==> src/hw/rtl/ubf_pkg.sv <==
// ubf_pkg: shared types, codes and helpers for the buffered uart back end
// no dependencies; imported by every module under hw/rtl
package ubf_pkg;

  // default sizes
  localparam int RX_DEPTH_DEF = 256;
  localparam int TX_DEPTH_DEF = 256;
  localparam int SEQ_MAX_DEF  = 8;

  // operation codes
  localparam logic [2:0] OP_RX_BYTE   = 3'd0;
  localparam logic [2:0] OP_LINE_ERR  = 3'd1;
  localparam logic [2:0] OP_HOST_RD   = 3'd2;
  localparam logic [2:0] OP_HOST_WR   = 3'd3;
  localparam logic [2:0] OP_TX_READY  = 3'd4;
  localparam logic [2:0] OP_CLR_ERRS  = 3'd5;

  // register indexes on the config port
  localparam logic [1:0] REG_MATCH_SEQ = 2'd0;
  localparam logic [1:0] REG_MATCH_LEN = 2'd1;
  localparam logic [1:0] REG_TX_ENABLE = 2'd2;

  localparam int          LEVEL_W   = 9;
  localparam int          TALLY_W   = 16;
  localparam logic [7:0]  MARK_BYTE = 8'h7F;
  localparam logic [TALLY_W-1:0] TALLY_MAX = 16'hFFFF;

  // result fields except the popped byte, which comes from a fifo read register
  typedef struct packed {
    logic               data_valid;
    logic               data_from_tx;
    logic               sequence_hit;
    logic               write_accepted;
    logic               tx_idle;
    logic [LEVEL_W-1:0] rx_level;
    logic [LEVEL_W-1:0] tx_space;
    logic [TALLY_W-1:0] buffer_overrun_count;
    logic [TALLY_W-1:0] line_overrun_count;
    logic [TALLY_W-1:0] framing_count;
  } ubf_res_t;

  // saturating tally increment
  function automatic logic [TALLY_W-1:0] tally_bump(input logic [TALLY_W-1:0] v);
    logic [TALLY_W-1:0] r;
    r = (v == TALLY_MAX) ? TALLY_MAX : v + 1'b1;
    return r;
  endfunction

endpackage

==> src/hw/rtl/ubf_match.sv <==
// ubf_match: naive sequence matcher over received bytes
// depends on ubf_pkg
module ubf_match import ubf_pkg::*; #(
  parameter int SEQ_MAX = SEQ_MAX_DEF,
  localparam int PW = (SEQ_MAX > 1) ? $clog2(SEQ_MAX) : 1
) (
  input  logic        clk,
  input  logic        rst_n,
  input  logic        en,
  input  logic [7:0]  rx_byte,
  input  logic [63:0] seq,
  input  logic [3:0]  len,
  output logic        hit
);

  logic [PW-1:0] progress_r, progress_nxt;
  logic [7:0]    seq_bytes [SEQ_MAX];
  logic [3:0]    eff_len;
  logic [7:0]    want;
  logic          last;

  always_comb begin
    for (int k = 0; k < SEQ_MAX; k++) begin
      seq_bytes[k] = seq[8*k +: 8];
    end
  end

  // zero acts as one, anything above the maximum acts as the maximum
  always_comb begin
    if (len == 4'd0) begin
      eff_len = 4'd1;
    end else if (len > 4'(SEQ_MAX)) begin
      eff_len = 4'(SEQ_MAX);
    end else begin
      eff_len = len;
    end
  end

  assign want = seq_bytes[progress_r];
  assign last = (4'(progress_r) + 4'd1) >= eff_len;

  always_comb begin
    progress_nxt = progress_r;
    hit          = 1'b0;
    if (en) begin
      if (rx_byte != want) begin
        progress_nxt = '0;
      end else if (last) begin
        progress_nxt = '0;
        hit          = 1'b1;
      end else begin
        progress_nxt = progress_r + 1'b1;
      end
    end
  end

  always_ff @(posedge clk) begin
    if (!rst_n) begin
      progress_r <= '0;
    end else begin
      progress_r <= progress_nxt;
    end
  end

endmodule

==> config.mk <==
export PLATFORM = sky130hd
export DESIGN_NAME = ubf_match
export DESIGN_NICKNAME = d
export VERILOG_FILES = /design/src/hw/rtl/ubf_pkg.sv /design/src/hw/rtl/ubf_match.sv
export SDC_FILE = /design/constraint.sdc
export NUM_CORES = 1
export LEC_CHECK = 0
export BUFFER_PORTS_ARGS = -buffer_cell sky130_fd_sc_hd__buf_4
export CAP_MARGIN = 20
export CORE_ASPECT_RATIO = 0.8
export CORE_MARGIN = 8
export CORE_UTILIZATION = 34
export CTS_CLUSTER_SIZE = 25
export DETAILED_ROUTE_END_ITERATION = 10
export PLACE_DENSITY = 0.77
export SLEW_MARGIN = 40
export SYNTH_ARGS = -nofsm -noshare
export SYNTH_HDL_FRONTEND = slang
export SYNTH_SLANG_ARGS = --single-unit
==> constraint.sdc <==
create_clock -name clk -period 2.7 [get_ports clk]
set_input_delay 0.54 -clock clk [delete_from_list [all_inputs] [get_ports clk]]
set_output_delay 0.54 -clock clk [all_outputs]
set_load 0.01 [all_outputs]
==> results.ini, run 1 <==
[critical_path]
critical_path_class = reg -> out
crit_required_ps = 2160
start_kind = register
critical_path_peak_fanout = 3
cp.arrival_ps = 2560
worst_r2r_path_depth = 7
cp-end-kind = output port

[yosys]
ys_types = 28
synth_seq_cells = 3
ys_seq_area_share_pct = 6.838
syn-cell-area_um2 = 878.3
yosysWarnings = 0
syn_avg_cell_area_um2 = 9.652
syn-num-nets = 175
syn_inst = 91

[global_route]
grt_pass1_vias = 1240
grt_overflow = 0
grt_pass1_wl_um = 5464
grt_max_degree = 17
antenna_found_initial = 0
grt_use_total_pct = 15.32

[clock_network]
root_buffer = clkbuf_4
worstSkewPairLatency_ps = 240
numCtsBuffers = 3
cts_sinks = 3
clk_pin_slew_ps = 40
cts_tree = done
cts.path.max_buffers = 2
htreeDepth = 1

[timing]
hold_viol_final = 0
slew_viol_final = 0
min_period_ps = 3096
rsz0062_at_grt = yes
fin_crit_sh_pct = 114.7
fin_ws_ps = -396.3
relSlewSlack_pct = 79.80
finClkSkew_ps = 1.765
worst_pin_slew_ps = 301.8
setup_violations = 1
timing.fmax_mhz = 323.0

[routing]
drc = 0
vias = 1105
drt_iter0_drc = 48
vias_per_cell = 5.188
wirelength_um = 3533
wire_per_inst_um = 16.59
ant_nets = 0
drt_first_pass_iters = 4

[cells_and_area]
nFillCells = 214
largest_reg_flops = 3
largestRegisters = progress_r: 3 flops
fin_util_pct = 65.16
regArea_um2 = 65.06
diodes = 0
top_register = progress_r
drive_gt1_share_pct = 58.19
finalNonFillerCells = 213
multiInputGateArea_um2 = 774.5
syn_to_final_growth_pct = 81.20
fin_nets = 262

[die]
die_x_um = 72.83
row_count = 16
die_h_um = 61.46
start_util_pct = 35.96
io_pins = 80
core_area_mm2 = 0.002442
die-area_mm2 = 0.004476

[power]
p_leak_nw = 0.7180
vdd_ir_drop_max_uv = 78.60
total_power_uw = 266.1
p_per_area_mw_per_mm2 = 167.2

[run_status]
status = finished with violations
violations = negative setup slack

[placed_design]
place_inst = 208
port_buffers = 79
place_congestion = 0.8043
dp_hpwl_um = 2957

[worst_hold_path]
hold_depth = 3
min_path_type = in -> reg

[flow_run]
drv_cap = 0

==> worst paths after layout <==
kind                            slack, ps             to           from
worst min register to register        660  progress_r[2]  progress_r[2]
worst max register to register        320  progress_r[1]  progress_r[0]
worst min-delay path                  600  progress_r[2]             en
worst max-delay path                 -400            hit  progress_r[0]
==> area by class of cell <==
class / count / share of cell area (%)
clock buffer: 4 / 1.651
sequential: 3 / 4.088
inverter: 1 / 0.2358
tap: 36 / 2.830
multi-input combinational: 82 / 48.66
timing repair buffer: 87 / 42.53
==> timing repair <==
action,CTS,global route
endpoints found under the hold margin,0,0
pin swaps,3,3
endpoints found under the setup margin,1,1
resized for setup,4,5
setup buffers,1,0
hold buffers,0,0
==> stage by stage <==
stage	TNS (ps)	setup WS (ps)	cell area [µm²]	hold WS (ps)
floorplan	0	0.2709	887.1	611.5
global placement	-308.9	-308.9	1538	653.7
detailed placement	-333.7	-333.7	1538	689.0
CTS	-406.4	-406.4	1580	582.0
global route	-452.0	-452.0	1592	629.2
finish	-396.3	-396.3	1592	597.9
==> placed cells by master (no fill, tap or decap), drive strengths merged <==
cell type / n
or4: 1
nor2: 4
inv: 1
nand3b: 1
a21oi: 5
a21o: 2
mux2i: 20
o21ai: 3
a22oi: 8
mux4: 8
o221ai: 2
nand4: 2
xor2: 3
clkbuf: 4
nand2: 4
and3: 5
and2: 1
nor2b: 3
nor3b: 1
nand4b: 1
ha: 5
nand2b: 1
buf: 87
xnor2: 2
dfxtp: 3
==> cell usage after synthesis (all sizes together) <==
| library cell | n | area share, % |
|---|---|---|
| nor2 | 4 | 1.7 |
| dfxtp | 3 | 6.8 |
| a22oi | 8 | 6.8 |
| buf | 4 | 4.0 |
| nand4 | 2 | 1.4 |
| nor2b | 3 | 2.1 |
| or4 | 1 | 1.3 |
| inv | 1 | 0.43 |
| and3 | 5 | 3.6 |
| a21o | 2 | 1.7 |
| nand2 | 4 | 1.7 |
| a21oi | 5 | 2.8 |
| clkbuf | 1 | 0.43 |
| and2 | 1 | 0.71 |
| mux2i | 20 | 23 |
| nand2b | 1 | 0.71 |
| xor2 | 3 | 3.0 |
| ha | 5 | 7.1 |
| nor3b | 1 | 1.4 |
| o21ai | 3 | 1.7 |
| o221ai | 2 | 2.0 |
| mux4 | 8 | 22 |
| nand4b | 1 | 1.0 |
| xnor2 | 2 | 2.0 |
| nand3b | 1 | 0.86 |
==> where the power goes <==
group	leakage (nW)	internal, mW	total, mW	switching (mW)
combinational	0.678	0.0988	0.138	0.0394
sequential	0.0255	0.0435	0.0436	0.0000340
clock	0.0150	0.0557	0.0843	0.0285
total	0.718	0.198	0.266	0.0680
==> per-layer routing <==
layer	track usage, %	share of wire, %
met5	0	0
met4	6.818	0.93
met3	6.504	13
met2	26.59	44
met1	16.08	42
==> cell families (layout without fill, tap and decap cells) <==
kind of cell | count (synthesis) | after routing | share of synthesized area, %
muxes | 28 | 28 | 44.59
and+or+nand+nor | 24 | 24 | 16.52
AOI/OAI and AO/OA | 20 | 20 | 15.10
buffers and inverters | 6 | 92 | 4.842
adders and majority gates | 5 | 5 | 7.123
xor gates and xnor gates | 5 | 5 | 4.987
DFF | 3 | 3 | 6.838
==> worst max-delay path, stage by stage (launching register included) <==
cell and delay [ps]:
dfxtp_4 380, mux4_2 500, mux2i_1 170, xor2_1 220, o221ai_1 160, or4_4 560, nor3b_4 170, buf_4 140
(Power assumes the default switching activity.)
==> inputs of run 2 (changes only) <==
- CELL_PAD_IN_SITES_DETAIL_PLACEMENT: default -> 2
- CELL_PAD_IN_SITES_GLOBAL_PLACEMENT: default -> 2
- CORE_UTILIZATION: 34 -> 17
- PLACE_DENSITY: 0.77 -> default
- PLACE_DENSITY_LB_ADDON: default -> 0.1
==> results.ini, run 2 (synthesis gave the netlist of run 1 again) <==
[critical_path]
cp.arrival_ps = 2550
r2r-start = progress_r[0]
cp_cell_sequence = buf_12 -> mux4_2 -> mux2i_1 -> xor2_1 -> o221ai_1 -> or4_4 -> nor3b_4 -> buf_6
cp_top_family = simple AND/OR/NAND/NOR gates
critical_path_class = reg -> out
cp-end-kind = output port
rrSetupSlack_ps = 360
slowest_stage = or4_4
critical_path_peak_fanout = 5
crit_required_ps = 2160
worst_r2r_path_depth = 8
start_kind = register
cp.buffers_inverters = 2
reg2reg_to = progress_r[1]
slowest_delay_ps = 520

[timing]
hold_viol_final = 0
relSlewSlack_pct = 72.69
fin_hold_ws_ps = 613.1
fin_ws_ps = -385.5
finClkSkew_ps = 2.080
setup_violations = 1
min_period_ps = 3085
timing.fmax_mhz = 324.1
worst_pin_slew_ps = 408.8
rsz0062_at_grt = yes
fin_crit_sh_pct = 114.3
slew_viol_final = 0

[routing]
wirelength_um = 4255
vias_per_cell = 4.675
vias = 1150
drt_iter0_drc = 17
drt_first_pass_iters = 4
drc = 0
ant_nets = 0
wire_per_inst_um = 17.30

[global_route]
grt_overflow = 0
grt_pass1_vias = 1402
antenna_found_initial = 0
grt_pass1_wl_um = 6858
grt_max_degree = 8
grt_use_total_pct = 11.21

[worst_hold_path]
min_from = rst_n
hold_depth = 3
min_path_type = in -> reg
hold_end = progress_r[0]

[clock_network]
cts.path.max_buffers = 2
hold_buffers = 0
numCtsBuffers = 3
worstSkewPairLatency_ps = 220
cts_sinks = 3
root_buffer = clkbuf_8
htreeDepth = 1
cts_tree = done
clk_pin_slew_ps = 30

[placed_design]
port_buffers = 79
place_congestion = 0.7917
dp_hpwl_um = 3859
place_ws_ps = -427.3
place_inst = 239

[die]
die_h_um = 80.29
row_count = 23
core_area_mm2 = 0.005007
start_util_pct = 17.54
die-area_mm2 = 0.007737
io_pins = 80
die_x_um = 96.37

[power]
p_leak_nw = 0.7742
p_seq_share_pct = 13.7
power_frac_clock_pct = 41.7
p_sw_share_pct = 22.92
p_per_area_mw_per_mm2 = 181.3
power.switching_uw = 72.89
p_int_uw = 245.2
vdd_ir_drop_max_uv = 86.76
combPwrFrac_pct = 44.5

[cells_and_area]
layout_common_cells = 89 x buf_4, 18 x mux2i_1, 7 x mux4_2
top_register = progress_r
fin_nets = 269
drive_gt1_share_pct = 61.96
largestRegisters = progress_r: 3 flops
diodes = 0
largest_reg_flops = 3
finalNonFillerCells = 246
nFillCells = 572
syn_to_final_growth_pct = 99.71
layout_commonest_cell = buf_4

[flow_run]
drv_cap = 0

[run_status]
violations = negative setup slack
status = finished with violations

[run 2: cell count changes in the layout (fill, tap and decap cells not counted), sizes merged]
cell / delta
buf: +7
[run 2: final cells by class]
cell class | count | area, µm² | area share, %
tap | 62 | 77.57 | 4.422
multi-input combinational | 82 | 813.3 | 46.36
timing repair buffer | 94 | 750.7 | 42.80
clock buffer | 4 | 45.04 | 2.568
sequential | 3 | 63.81 | 3.638
inverter | 1 | 3.754 | 0.2140
[run 2: worst max-delay path by stage]
stage / from / to / slack (ps) / cells past startpoint
2_1_floorplan: seq[60] / hit / 0.3 / 6
5_1_grt: progress_r[0] / hit / -510 / 8
4_1_cts: progress_r[0] / hit / -430 / 7
6_report: progress_r[0] / hit / -390 / 8
3_5_place_dp: seq[26] / hit / -430 / 8
3_3_place_gp: seq[26] / hit / -380 / 8
[run 2: timing repair]
item / 4_1_cts / 5_1_grt
gates resized for setup: 4 / 9
setup endpoints to repair: 1 / 1
hold endpoints to repair: 0 / 0
pin swaps: 5 / 5
buffers inserted: 3 / 0
[run 2: metrics by stage]
stage | area (µm²) | power (mW) | utilization, % | TNS, ps
2_1_floorplan | 887.1 | 0.08477 | - | 0
3_3_place_gp | 1633 | 0.1796 | 32.61 | -384.3
3_5_place_dp | 1633 | 0.1848 | 32.61 | -427.3
4_1_cts | 1712 | 0.3200 | 34.18 | -433.6
5_1_grt | 1754 | 0.3435 | 35.03 | -507.4
6_report | 1754 | 0.3181 | 35.03 | -385.5
[run 2: power by group through the flow]
| stage | clock network, mW | logic (mW) | registers, mW |
|---|---|---|---|
| after floorplan | 0 | 0.0395 | 0.0453 |
| after global placement | 0 | 0.134 | 0.0453 |
| after detailed placement | 0 | 0.139 | 0.0453 |
| after CTS | 0.136 | 0.140 | 0.0437 |
| after global routing | 0.145 | 0.155 | 0.0436 |
| final | 0.133 | 0.142 | 0.0437 |
[run 2: worst min-delay path, cell delays in order]
cell and delay (ps):
buf_4 100, nand3b_1 80, o21ai_1 70
[run 2: layer usage]
layer | routed length (µm) | global-route usage, % | vias to the layer above
met4 | 42 | 3.620 | 0
met1 | 1719 | 12.51 | 538
met3 | 433 | 4.562 | 4
met5 | 0 | 0 | -
li1 | - | - | 552
met2 | 2060 | 18.95 | 56
